==> src/rtl/cpsd_pkg.sv <==
package cpsd_pkg;

    localparam int DEF_PALETTE_ENTRIES = 256;
    localparam int DEF_QUEUE_DEPTH     = 4;

    localparam logic [7:0] CODE_END_COLUMN = 8'hFF;

    typedef struct packed {
        logic       action;
        logic       first;
        logic [7:0] data_byte;
        logic [7:0] palette_index;
        logic [7:0] palette_red;
        logic [7:0] palette_green;
        logic [7:0] palette_blue;
    } cpsd_in_t;

    typedef struct packed {
        logic [8:0]  pixel_row;
        logic [15:0] pixel_column;
        logic [7:0]  red;
        logic [7:0]  green;
        logic [7:0]  blue;
        logic        inside_res;
    } cpsd_out_t;

    // one queued operation: a palette write or a pixel lookup
    typedef struct packed {
        logic        is_write;
        logic        in_range;
        logic [7:0]  index;
        logic [7:0]  red;
        logic [7:0]  green;
        logic [7:0]  blue;
        logic [8:0]  row;
        logic [15:0] column;
        logic        in_bounds;
    } cpsd_op_t;

endpackage

==> src/rtl/cpsd_queue.sv <==
module cpsd_queue
    import cpsd_pkg::*;
#(
    parameter int DEPTH = DEF_QUEUE_DEPTH
) (
    input  logic     clk,
    input  logic     rst_n,
    input  logic     push,
    input  cpsd_op_t push_op,
    output logic     full,
    input  logic     pop,
    output logic     not_empty,
    output cpsd_op_t head
);

    localparam int PW = (DEPTH > 1) ? $clog2(DEPTH) : 1;
    localparam int CW = $clog2(DEPTH + 1);

    cpsd_op_t        slots [DEPTH];
    logic [PW-1:0]   wr_reg, wr_next;
    logic [PW-1:0]   rd_reg, rd_next;
    logic [CW-1:0]   count_reg, count_next;

    assign full      = (count_reg == CW'(DEPTH));
    assign not_empty = (count_reg != '0);
    assign head      = slots[rd_reg];

    always_comb
    begin
        wr_next    = wr_reg;
        rd_next    = rd_reg;
        count_next = count_reg;
        if (push)
        begin
            wr_next = (wr_reg == PW'(DEPTH - 1)) ? '0 : wr_reg + PW'(1);
        end
        if (pop)
        begin
            rd_next = (rd_reg == PW'(DEPTH - 1)) ? '0 : rd_reg + PW'(1);
        end
        if (push && !pop)
        begin
            count_next = count_reg + CW'(1);
        end
        else if (pop && !push)
        begin
            count_next = count_reg - CW'(1);
        end
    end

    always_ff @(posedge clk)
    begin
        if (push)
        begin
            slots[wr_reg] <= push_op;
        end
    end

    always_ff @(posedge clk or negedge rst_n)
    begin
        if (!rst_n)
        begin
            wr_reg    <= '0;
            rd_reg    <= '0;
            count_reg <= '0;
        end
        else
        begin
            wr_reg    <= wr_next;
            rd_reg    <= rd_next;
            count_reg <= count_next;
        end
    end

endmodule

==> config.mk <==
export PLATFORM = sky130hd
export DESIGN_NAME = cpsd_queue
export DESIGN_NICKNAME = d
export VERILOG_FILES = /design/src/rtl/cpsd_pkg.sv /design/src/rtl/cpsd_queue.sv
export SDC_FILE = /design/constraint.sdc
export NUM_CORES = 1
export LEC_CHECK = 0
export ABC_AREA = 1
export BUFFER_PORTS_ARGS = -buffer_cell sky130_fd_sc_hd__buf_2
export CORE_ASPECT_RATIO = 0.7
export CORE_MARGIN = 1.5
export CORE_UTILIZATION = 58
export CTS_CLUSTER_SIZE = 16
export DETAILED_ROUTE_END_ITERATION = 10
export MAX_ROUTING_LAYER = met4
export PLACE_DENSITY = 0.87
export SLEW_MARGIN = 20
export SYNTH_ARGS = -nofsm -noshare
export SYNTH_HDL_FRONTEND = slang
export SYNTH_SLANG_ARGS = --single-unit
==> constraint.sdc <==
create_clock -name clk -period 3.2 [get_ports clk]
set_input_delay 0.64 -clock clk [delete_from_list [all_inputs] [get_ports clk]]
set_output_delay 0.64 -clock clk [all_outputs]
set_load 0.1 [all_outputs]
==> run metrics <==
largest net degree at the start of global routing 74; share of post-route cells with drive strength above 1 31.03%; Starting DRT DRC Count 465; Synth Net Count 824; CTS Buffer Depth 3; relative slew slack 53.83%; Setup Fix Bufs, Post-CTS 0; P&R area growth vs syn 15.42%; initial antenna violation count 2; grt total ovfl 0; Via density 5.192; kind of critical path reg -> out; Ys Warns 0; Row Count 40; final WL 18.99 mm; TritonRoute pass-1 iters 5; setup TNS 0 ns; max cap viols 0; CTS clock-pin slew for the worst setup and hold paths 0.06 ns; nets 951; Hold Crit Start push_op[24]; setup slack, reg-to-reg 1.34 ns; Residual DRC 0; Critical Path Source Type flip-flop; worst r2r src wr_reg[1]$_DFFE_PN0P_; area of the core 0.01742 mm²; Synth cell types 19; worst slew pin tran 0.6915 ns; minimum clock period 2.994 ns; GR Util All Layers 21.41%; Ports 126; RSZ-0062 raised after global routing false; hold depth 1; worst r2r dst slots[1][9]$_DFFE_PP_; post-route ant nets 0; die area 0.01886 mm²; routed vias 5862; Routed WL per cell 16.82 µm; die width 163.5 µm; # hold bufs at CTS 1; chip height 115.4 µm; CTS buffer count 23; final setup fails 0; clk sinks 247; status finished clean; HP Class in -> reg; cell area after layout 0.01207 mm²; Largest register FFs 240; Syn Inst Count 753; period utilization 93.56%; vias in the first global route 5879; DP HPWL 11.38 mm; first-pass GRT wire length 29.84 mm; Hold EP slots[1][24]$_DFFE_PP_; maximum fanout along the worst path 73; CTS tree yes; crit end category primary output; CP required 2.56 ns; Reg2Reg Depth 5; cts repair resizes 0; CP arrival 2.35 ns; Initial Util 60.05%; count of pins over their slew limit 0; clk root buf clkbuf_16; H-tree Lvls 1; Mean Syn Cell Area 13.89 µm²; I/O Buffers 125; Seq/Total Area, Yosys 70.58%; Post-Synthesis Cell Area 0.01046 mm²; count of final hold-check violations 0; f_max 334.0 MHz; Yosys reg bits 247; placed instance area 0.01125 mm²; clock skew 0.01257 ns; worst skew pair latency 0.50 ns; GP Congestion 0.7611
-- synth_stat cells --
cell type	n	area [µm²]
nor2_1	2	7.510
inv_2	2	7.510
buf_2	13	65.06
nand3_1	1	5.000
xnor2_1	1	8.760
dfrtp_1	7	175.2
ha_1	6	75.07
buf_4	5	37.54
nand4_1	1	6.260
o211ai_2	90	1126
nand2_1	197	739.5
nor3_1	1	5.000
edfxtp_1	240	7207
fa_1	1	20.02
buf_6	21	236.5
o21ai_0	2	10.01
o21ai_1	2	10.01
inv_1	131	491.7
o211ai_1	30	225.2
-- per-layer routing --
metal	share of wire [%]	vias to the layer above	global-route usage [%]
li1	-	2872	-
met1	44	2800	26.66
met2	48	159	36.33
met3	6.0	31	4.473
met4	1.7	0	5.091
met5	0	-	-
-- logic make-up after synthesis --
family,synth area share (%)
xor+xnor,0.08376
compound gates,13.11
simple gates,7.298
flops,70.58
buf+inv,8.015
fa+ha+maj,0.9092
-- through the flow --
| step | setup WS (ns) | hold slack, ns | instances | util [%] |
|---|---|---|---|---|
| 2_1_floorplan | 0.05669 | 0.3444 | 753 | - |
| 3_3_place_gp | 0.7490 | 0.4574 | 1085 | 64.58 |
| 3_5_place_dp | 0.7200 | 0.4698 | 1085 | 64.58 |
| 4_1_cts | 0.1925 | 0.3372 | 1127 | 69.28 |
| 5_1_grt | 0.09521 | 0.3370 | 1129 | 69.31 |
| 6_report | 0.2059 | 0.3506 | 1129 | 69.31 |
-- worst max-delay path by stage --
stage	from	endpoint	slack, ns
2_1_floorplan	count_reg[0]$_DFFE_PN0P_	full	0.06
3_3_place_gp	rd_reg[0]$_DFFE_PN0P_	head[52]	0.75
3_5_place_dp	rd_reg[0]$_DFFE_PN0P_	head[37]	0.72
4_1_cts	rd_reg[0]$_DFFE_PN0P_	head[37]	0.19
5_1_grt	rd_reg[0]$_DFFE_PN0P_	head[37]	0.1
6_report	rd_reg[0]$_DFFE_PN0P_	head[52]	0.21
-- cell usage in the layout (no fill, tap or decap), drive strengths merged --
cell and instances:
edfxtp 240, nand2 197, buf 140, inv 132, o211ai 120, clkbuf 28, clkinv 10, dfrtp 7
ha 6, bufinv 4, o21ai 4, diode 2, nor2 2, nor3 1, xnor2 1, nand3 1
nand4 1, fa 1, dlygate4sd3 1
-- worst max-delay path: stages (launching register included) --
cell	delay, ns
dfrtp_1	0.45
inv_8	0.38
buf_12	0.29
o211ai_2	0.09
nand2_1	0.13
buf_2	0.45
-- layout make-up --
cell class | count | area, µm²
Inverter | 133 | 508.0
Timing Repair Buffer | 141 | 835.8
Sequential cell | 247 | 7386
Fill cell | 1196 | 5345
Antenna cell | 2 | 5.005
Clock buffer | 28 | 644.4
Multi-Input combinational cell | 334 | 2238
Clock inverter | 13 | 165.2
Tap cell | 231 | 289.0
Power is not shown: default switching activity piles up to over one toggle a cycle in this logic, so the estimate is an artifact.
