$ cat config.mk
export PLATFORM = sky130hd
export DESIGN_NAME = cpsd_front
export DESIGN_NICKNAME = d
export VERILOG_FILES = /design/src/rtl/cpsd_pkg.sv /design/src/rtl/cpsd_front.sv
export SDC_FILE = /design/constraint.sdc
export NUM_CORES = 1
export LEC_CHECK = 0
export BUFFER_PORTS_ARGS = -buffer_cell sky130_fd_sc_hd__buf_2
export CAP_MARGIN = 40
export CORE_AREA = 2 2 103 130
export DETAILED_ROUTE_END_ITERATION = 8
export DIE_AREA = 0 0 105 132
export PLACE_DENSITY = 0.71
export SLEW_MARGIN = 20
export SYNTH_ARGS = -nofsm -noshare
export SYNTH_HDL_FRONTEND = slang
export SYNTH_SLANG_ARGS = --single-unit
export TNS_END_PERCENT = 20
$ cat constraint.sdc
create_clock -name clk -period 2.99 [get_ports clk]
set_input_delay 0.299 -clock clk [delete_from_list [all_inputs] [get_ports clk]]
set_output_delay 0.299 -clock clk [all_outputs]
set_load 0.005 [all_outputs]
$ cat src/rtl/cpsd_pkg.sv
package cpsd_pkg;

    localparam int DEF_PALETTE_ENTRIES = 256;
    localparam int DEF_QUEUE_DEPTH     = 4;

    localparam logic [7:0] CODE_END_COLUMN = 8'hFF;

    typedef struct packed {
        logic       action;
        logic       first;
        logic [7:0] data_byte;
        logic [7:0] palette_index;
        logic [7:0] palette_red;
        logic [7:0] palette_green;
        logic [7:0] palette_blue;
    } cpsd_in_t;

    typedef struct packed {
        logic [8:0]  pixel_row;
        logic [15:0] pixel_column;
        logic [7:0]  red;
        logic [7:0]  green;
        logic [7:0]  blue;
        logic        inside_res;
    } cpsd_out_t;

    // one queued operation: a palette write or a pixel lookup
    typedef struct packed {
        logic        is_write;
        logic        in_range;
        logic [7:0]  index;
        logic [7:0]  red;
        logic [7:0]  green;
        logic [7:0]  blue;
        logic [8:0]  row;
        logic [15:0] column;
        logic        in_bounds;
    } cpsd_op_t;

endpackage

$ cat src/rtl/cpsd_front.sv
module cpsd_front
    import cpsd_pkg::*;
#(
    parameter int PALETTE_ENTRIES = DEF_PALETTE_ENTRIES
) (
    input  logic     clk,
    input  logic     rst_n,
    input  logic     item_valid,
    output logic     item_stall,
    input  cpsd_in_t item,
    input  logic     full,
    output logic     push,
    output cpsd_op_t op
);

    typedef enum logic [2:0] {
        PH_HEADER,
        PH_SKIP,
        PH_TOP,
        PH_LEN,
        PH_PAD1,
        PH_DATA,
        PH_PAD2
    } phase_t;

    localparam logic [8:0] IDX_LIMIT = 9'(PALETTE_ENTRIES);

    phase_t      phase_reg, phase_next;
    logic [2:0]  hc_reg, hc_next;
    logic [7:0]  low_reg, low_next;
    logic [15:0] width_reg, width_next;
    logic [15:0] height_reg, height_next;
    logic [17:0] skip_reg, skip_next;
    logic [15:0] col_reg, col_next;
    logic [8:0]  row_reg, row_next;
    logic [7:0]  left_reg, left_next;

    phase_t      ph;
    logic [2:0]  hc;
    logic        accept;

    assign item_stall = full;
    assign accept     = item_valid && !full;

    always_comb
    begin
        phase_next  = phase_reg;
        hc_next     = hc_reg;
        low_next    = low_reg;
        width_next  = width_reg;
        height_next = height_reg;
        skip_next   = skip_reg;
        col_next    = col_reg;
        row_next    = row_reg;
        left_next   = left_reg;
        push        = 1'b0;
        op          = '0;
        ph          = item.first ? PH_HEADER : phase_reg;
        hc          = item.first ? 3'd0 : hc_reg;

        if (accept)
        begin
            if (item.action)
            begin
                // writes beyond the store are dropped here
                op.is_write = 1'b1;
                op.in_range = ({1'b0, item.palette_index} < IDX_LIMIT);
                op.index    = item.palette_index;
                op.red      = item.palette_red;
                op.green    = item.palette_green;
                op.blue     = item.palette_blue;
                push        = op.in_range;
            end
            else
            begin
                if (item.first)
                begin
                    col_next = '0;
                end
                case (ph)
                    PH_SKIP:
                    begin
                        skip_next = skip_reg - 18'd1;
                        if (skip_reg == 18'd1)
                        begin
                            phase_next = PH_TOP;
                        end
                    end
                    PH_TOP:
                    begin
                        if (item.data_byte == CODE_END_COLUMN)
                        begin
                            col_next = col_reg + 16'd1;
                        end
                        else
                        begin
                            row_next   = {1'b0, item.data_byte};
                            phase_next = PH_LEN;
                        end
                    end
                    PH_LEN:
                    begin
                        left_next  = item.data_byte;
                        phase_next = PH_PAD1;
                    end
                    PH_PAD1:
                    begin
                        phase_next = (left_reg == 8'd0) ? PH_PAD2 : PH_DATA;
                    end
                    PH_DATA:
                    begin
                        push         = 1'b1;
                        op.in_range  = ({1'b0, item.data_byte} < IDX_LIMIT);
                        op.index     = item.data_byte;
                        op.row       = row_reg;
                        op.column    = col_reg;
                        op.in_bounds = ({7'd0, row_reg} < height_reg) && (col_reg < width_reg);
                        row_next     = row_reg + 9'd1;
                        left_next    = left_reg - 8'd1;
                        if (left_reg == 8'd1)
                        begin
                            phase_next = PH_PAD2;
                        end
                    end
                    PH_PAD2:
                    begin
                        phase_next = PH_TOP;
                    end
                    default:
                    begin
                        phase_next = PH_HEADER;
                        case (hc)
                            3'd0, 3'd2: low_next    = item.data_byte;
                            3'd1:       width_next  = {item.data_byte, low_reg};
                            3'd3:       height_next = {item.data_byte, low_reg};
                            default:    ;
                        endcase
                        if (hc == 3'd7)
                        begin
                            hc_next    = 3'd0;
                            skip_next  = {width_reg, 2'b00};
                            col_next   = '0;
                            phase_next = (width_reg == 16'd0) ? PH_TOP : PH_SKIP;
                        end
                        else
                        begin
                            hc_next = hc + 3'd1;
                        end
                    end
                endcase
            end
        end
    end

    always_ff @(posedge clk or negedge rst_n)
    begin
        if (!rst_n)
        begin
            phase_reg  <= PH_HEADER;
            hc_reg     <= '0;
            low_reg    <= '0;
            width_reg  <= '0;
            height_reg <= '0;
            skip_reg   <= '0;
            col_reg    <= '0;
            row_reg    <= '0;
            left_reg   <= '0;
        end
        else
        begin
            phase_reg  <= phase_next;
            hc_reg     <= hc_next;
            low_reg    <= low_next;
            width_reg  <= width_next;
            height_reg <= height_next;
            skip_reg   <= skip_next;
            col_reg    <= col_next;
            row_reg    <= row_next;
            left_reg   <= left_next;
        end
    end

endmodule

==> impl_results.md, run 1 <==
- Status: finished, violations left
- Failing checks: negative hold slack
- Flip-flop count of the largest register after layout: 18
- Final Cycle Share: 93.93%
- Cell area after layout: 0.007179 sq mm
- DR iter-0 viols: 443
- Clock Tree Buf Depth: 2
- Postcts setup bufs: 0
- Top cells by instance count after synthesis: 97 x dfrtp_1, 69 x o21ai_0, 51 x a21oi_1
- Detailed Routing Iterations Pass 1: 5
- Ys async rst share: 100.0%
- Final TNS setup: 0 ps
- # IOs: 108
- Cell count of the worst reg-to-reg path: 5
- Synth area leader: dfrtp_1
- Delay-heaviest family, CP: compound AO/OA/AOI/OAI gates
- Seq/Total Area, Yosys: 39.11%
- Initial Utilization: 49.47%
- Peak Freq: 356.1 MHz
- Worst r2r dst: row_reg[6]
- Count leader, synth: dfrtp_1
- Rows: 46
- Post-DP Area: 0.006899 sq mm
- Leak: 3.540 nW
- CP Capture Type: output port
- CP max stage delay: 510 ps
- Number of diodes: 0
- Largest net degree at the start of global routing: 54
- CTS tree: built
- Share of cells above drive strength 1: 24.39%
- Min Tclk post-route: 2808 ps
- Overall routing resource usage: 26.36%
- IO Port Bufs: 107
- RR Startpoint: phase_reg[0]
- Syn avg cell area: 9.128 sq um
- Routability cong.: 0.9316
- Core area: 0.01255 sq mm
- Yosys warns: 0
- Skew final: 8.555 ps
- Synth Flop Type: dfrtp_1
- Synthesized cell area: 0.006207 sq mm
- Worst vdd ir: 0.0003423 V
- Vias in the first global route: 5591
- Worst path cell trace: inv_1 -> ha_1 -> a211o_1 -> a21oi_1 -> o21ai_0 -> nor4b_1 -> a2111oi_1 -> buf_2
- Slew @ Worst Pin: 861.2 ps
- Max-cap viol count: 0
- Via count: 5730
- Post-synthesis cell count: 680
- CTS Buf Count: 9
- Routed wire length: 17.90 mm
- Worst Path Buf+Inv: 2
- Worst slew margin: 42.14%
- Layout Nets: 855
- Clk root buf: clkbuf_16
- Post-route DRC: 0
- Final hold slack: -15.62 ps
- Biggest fanout along the worst timing path: 4
- Cell variety after synth: 68
- Post-synth EDFFs: 0
- Yosys top cell area share: 39.11%
- R2r setup slk: 600 ps
- RSZ-0062 raised after global routing: false
- Mapped Nets: 761
- Area Overhead vs Synth: 15.66%
- Clock Latency Late Sink: 350 ps
- Worst Hold Class: in -> async
- Routed len/inst: 18.90 microns
- Setup CP Type: reg -> out
- Worst EP required: 2690 ps
- Final hold violations: 6
- Die Y: 132 microns
- Max H-tree Level: 3
- Clk sinks: 97
- Setup Viol. Count Final: 0
- Vias per Instance: 6.051
- Die area: 0.01386 sq mm
- Die span in x: 105 microns
- PD cells: 548.2 mW/mm^2
- Crit start category: flop
- Clock slew at reported path FFs: 70 ps
- CTS hold repair buffers: 0
- CP Data Arrival Time: 2510 ps
- Slowest CP cell: a2111oi_1
- Number of synthesized register bits: 97
- Initial antenna violation count: 0
- Top post-synthesis cells by area: dfrtp_1 39%, mux2_2 7.1%, ha_1 7.1%, o21ai_0 5.6%, a21oi_1 4.1%
- Grt total ovfl: 0
- Global-route wire length before repair: 29.29 mm
- Resized Gates After CTS: 0
- Final Max Slew Viols: 0
- Antenna viol nets, final: 0
- Hpwl dp: 13.23 mm
[kinds of logic after synthesis]
family	count (synthesis)	share of synthesized area, %
adders and majority gates	35	7.055
muxes	43	7.801
and+or+nand+nor	236	21.81
buffers and inverters	72	4.838
DFF	97	39.11
xor gates and xnor gates	2	0.2823
AOI/OAI and AO/OA	195	19.11
[through the flow]
step / setup slack [ps] / total power, mW / std cells / util [%]
after floorplan: 579.4 / 2.438 / 680 / -
after global placement: 553.0 / 2.759 / 931 / 54.99
after detailed placement: 501.9 / 2.816 / 931 / 54.99
after CTS: 118.8 / 3.936 / 947 / 57.21
after global routing: 38.33 / 4.162 / 947 / 57.22
final: 181.6 / 3.936 / 947 / 57.22
[layout make-up]
type	count	area (sq um)
Multi-Input combinational cell	511	3496
Clock inverter	6	50.05
Clock buffer	10	229.0
Tap cell	168	210.2
Sequential cell	97	2427
Inverter	35	131.4
Fill cell	1144	5368
Timing Repair Buffer	120	635.6
[where the power goes]
group          switching, mW  internal [mW]
sequential             0.289           1.54
clock                  0.549          0.577
combinational          0.520          0.456
total                   1.36           2.58
[worst max-delay path by stage]
stage	to	slack, ps	from	depth (start not counted)
6_report	op[0]	180	width_reg[7]	8
5_1_grt	op[0]	40	width_reg[7]	8
4_1_cts	op[0]	120	width_reg[7]	8
3_5_place_dp	op[0]	500	width_reg[7]	8
3_3_place_gp	op[0]	550	col_reg[7]	7
2_1_floorplan	skip_reg[14]	580	item[40]	12
[layer usage]
metal,vias up,wire [microns],global-route usage [%]
li1,2690,-,-
met1,2782,7730,35.86
met2,217,8853,42.97
met3,41,835,2.867
met4,0,481,10.67
met5,-,0,0
[cells in the final DEF (no fill, tap or decap), drive strengths merged, types with 7 or more instances in the layout]
master / count
o22a: 7
nand3: 16
a22oi: 7
o21ai: 70
a22o: 8
nand2: 40
dfrtp: 97
inv: 38
nor3: 15
clkbuf: 10
nor2: 43
a21oi: 52
and2: 25
a31oi: 10
nor4: 14
o22ai: 7
and3: 30
mux2: 43
nand4: 16
ha: 35
buf: 120
(Power assumes the default switching activity.)
==> run 2: changes to the inputs <==
PLACE_DENSITY = not set   (was 0.71)
PLACE_DENSITY_LB_ADDON = 0.25   (was not set)
==> run 2 against run 1 <==
Against the previous run: largest cell class unchanged; hold slack gained 350 ps; critical path depth is the same; critical endpoint unchanged; fmax shrank 0.10%; first-iteration DRC count shrank 13%; the flow now finishes without violations; count of clock-buffer cells in the layout grew 2; sequential share of layout area shrank 0.22 points; final cell count grew 0.11%.
==> impl_results.md, run 2 (synthesis results as in run 1) <==
- Status: finished clean (was finished, violations left)
- Final non-filler cell total: 948 (was 947)
- Worst Hold Class: in -> reg (was in -> async)
- Peak Freq: 355.7 MHz (was 356.1 MHz)
- Post-route DRC: 0 (unchanged)
- Cell Count Post-Placement: 931 (unchanged)
- Die area: 0.01386 sq mm (unchanged)
- CP Capture Type: output port (unchanged)
- DR iter-0 viols: 385 (was 443)
- Via count: 5735 (was 5730)
- Skew final: 11.04 ps (was 8.555 ps)
- Final Max Slew Viols: 0 (unchanged)
- Worst vdd ir: 0.0002923 V (was 0.0003423 V)
- CP Data Arrival Time: 2510 ps (about the same)
- CP max stage delay: 480 ps (was 510 ps)
- Initial Utilization: 49.47% (unchanged)
- Die Y: 132 microns (unchanged)
- Largest net degree at the start of global routing: 73 (was 54)
- Final hold violations: 0 (was 6)
- Flip-flop count of the largest register after layout: 18 (unchanged)
- Area Overhead vs Synth: 16.41% (was 15.66%)
- Worst Path Buf+Inv: 2 (unchanged)
- Setup CP Type: reg -> out (unchanged)
- Delay-heaviest family, CP: compound AO/OA/AOI/OAI gates (unchanged)
- Slew @ Worst Pin: 851.8 ps (was 861.2 ps)
- PD cells: 556.6 mW/mm^2 (was 548.2 mW/mm^2)
- Detailed Routing Iterations Pass 1: 5 (unchanged)
- Clk sinks: 97 (unchanged)
- RR Startpoint: phase_reg[2] (was phase_reg[0])
- Clk root buf: clkbuf_16 (unchanged)
- # IOs: 108 (unchanged)
- IO Port Bufs: 107 (unchanged)
- Worst Setup SP: width_reg[7] (unchanged)
- Routed len/inst: 19.48 microns (was 18.90 microns)
- Antenna viol nets, final: 0 (unchanged)
- Worst path cell trace: inv_1 -> ha_1 -> a211o_1 -> a21oi_1 -> o21ai_0 -> nor4b_1 -> a2111oi_0 -> buf_2 (was inv_1 -> ha_1 -> a211o_1 -> a21oi_1 -> o21ai_0 -> nor4b_1 -> a2111oi_1 -> buf_2)
- Crit start category: flop (unchanged)
- Global-route wire length before repair: 29.50 mm (was 29.29 mm)
- DP Worst Slack: 326.8 ps (was 501.9 ps)
- Leak: 3.560 nW (was 3.540 nW)
- Total power: 4.022 mW (was 3.936 mW)
- Layout Nets: 856 (was 855)
- Die span in x: 105 microns (unchanged)
- Worst slew margin: 43.21% (was 42.14%)
- CTS tree: built (unchanged)
- Vias per Instance: 6.050 (was 6.051)
- Commonest non-fill, non-tap cell in the layout: buf_2 (unchanged)
- Overall routing resource usage: 26.87% (was 26.36%)
- Max H-tree Level: 3 (unchanged)
- Routed wire length: 18.47 mm (was 17.90 mm)
- Worst EP required: 2690 ps (about the same)
- Initial antenna violation count: 0 (unchanged)
- RSZ-0062 raised after global routing: false (unchanged)
- Hpwl dp: 13.33 mm (was 13.23 mm)
- Core area: 0.01255 sq mm (unchanged)
- CTS Buf Count: 9 (unchanged)
- Clock Tree Buf Depth: 2 (unchanged)
- Min-delay src: item[32]
- Slowest CP cell: dfrtp_1 (was a2111oi_1)
- Biggest fanout along the worst timing path: 4 (unchanged)
- Util after Layout: 57.59% (was 57.22%)
- Setup Viol. Count Final: 0 (unchanged)
- Clock Latency Late Sink: 360 ps (was 350 ps)
- Max-cap viol count: 0 (unchanged)
- Worst setup margin: 178.7 ps (was 181.6 ps)
- Final TNS setup: 0 ps (unchanged)
- Commonest cells after routing, fill and taps aside: 106 x buf_2, 97 x dfrtp_1, 69 x o21ai_0 (unchanged)
- Grt total ovfl: 0 (unchanged)
- Number of diodes: 0 (unchanged)
- Vias in the first global route: 5649 (was 5591)
- Routability cong.: 0.8689 (was 0.9316)
- Min Tclk post-route: 2811 ps (was 2808 ps)
- Clock slew at reported path FFs: 70 ps (about the same)
- Share of cells above drive strength 1: 24.36% (was 24.39%)
- Final Cycle Share: 94.02% (was 93.93%)
- Rows: 46 (unchanged)
[run 2: cell count changes in the layout (fill, tap and decap cells not counted), sizes merged]
cell and change:
clkbuf +2, clkinvlp -1, clkinv +1, inv -3
bufinv +1, dlygate4sd3 +1
[run 2: layout make-up]
| cell class | count | area (sq um) |
|---|---|---|
| clock buffers | 12 | 246.5 |
| clock inverters | 4 | 52.55 |
| fillers | 1140 | 5321 |
| inverters | 35 | 131.4 |
| multi-input cells | 511 | 3500 |
| flip-flops and latches | 97 | 2427 |
| well taps | 168 | 210.2 |
| repair buffers | 121 | 658.1 |
[run 2: worst paths after layout]
| path | end | slack [ps] | cells past startpoint |
|---|---|---|---|
| max in group asynchronous | col_reg[12] | 1870 | 3 |
| hold / removal | left_reg[0] | 340 | 3 |
| setup / recovery | op[0] | 180 | 8 |
| min in group asynchronous | skip_reg[11] | 410 | 2 |
| hold reg to reg | hc_reg[1] | 510 | 2 |
| setup reg to reg | col_reg[14] | 460 | 5 |
[run 2: per-layer routing]
metal | GRT usage (%) | share of wire [%] | up-vias
li1 | - | - | 2702
met1 | 34.24 | 42 | 2818
met2 | 44.70 | 50 | 172
met3 | 3.213 | 4.6 | 43
met4 | 14.00 | 3.1 | 0
met5 | 0 | 0 | -
[run 2: power by group]
group / switching (mW) / total (mW) / internal (mW)
logic: 0.539 / 1.00 / 0.463
registers: 0.276 / 1.82 / 1.55
clock network: 0.524 / 1.20 / 0.675
total: 1.34 / 4.02 / 2.68
[run 2: worst register-to-register path: cells and delay by family, from the launching register on]
family	cells	cell delay (ps)
compound gates	1	170
flops	1	570
simple gates	4	1710
[run 2: repair_timing]
item	4_1_cts	5_1_grt
setup buffers	0	0
hold endpoints to repair	25	0
endpoints found under the setup margin	0	1
hold buffers	1	0
gates resized for setup	0	1
[run 2: through the flow]
stage	hold slack, ps	area [sq um]
finish	335.0	7226
global route	341.4	7226
CTS	327.4	7221
detailed placement	245.7	6912
global placement	238.2	6912
floorplan	3.409	6207
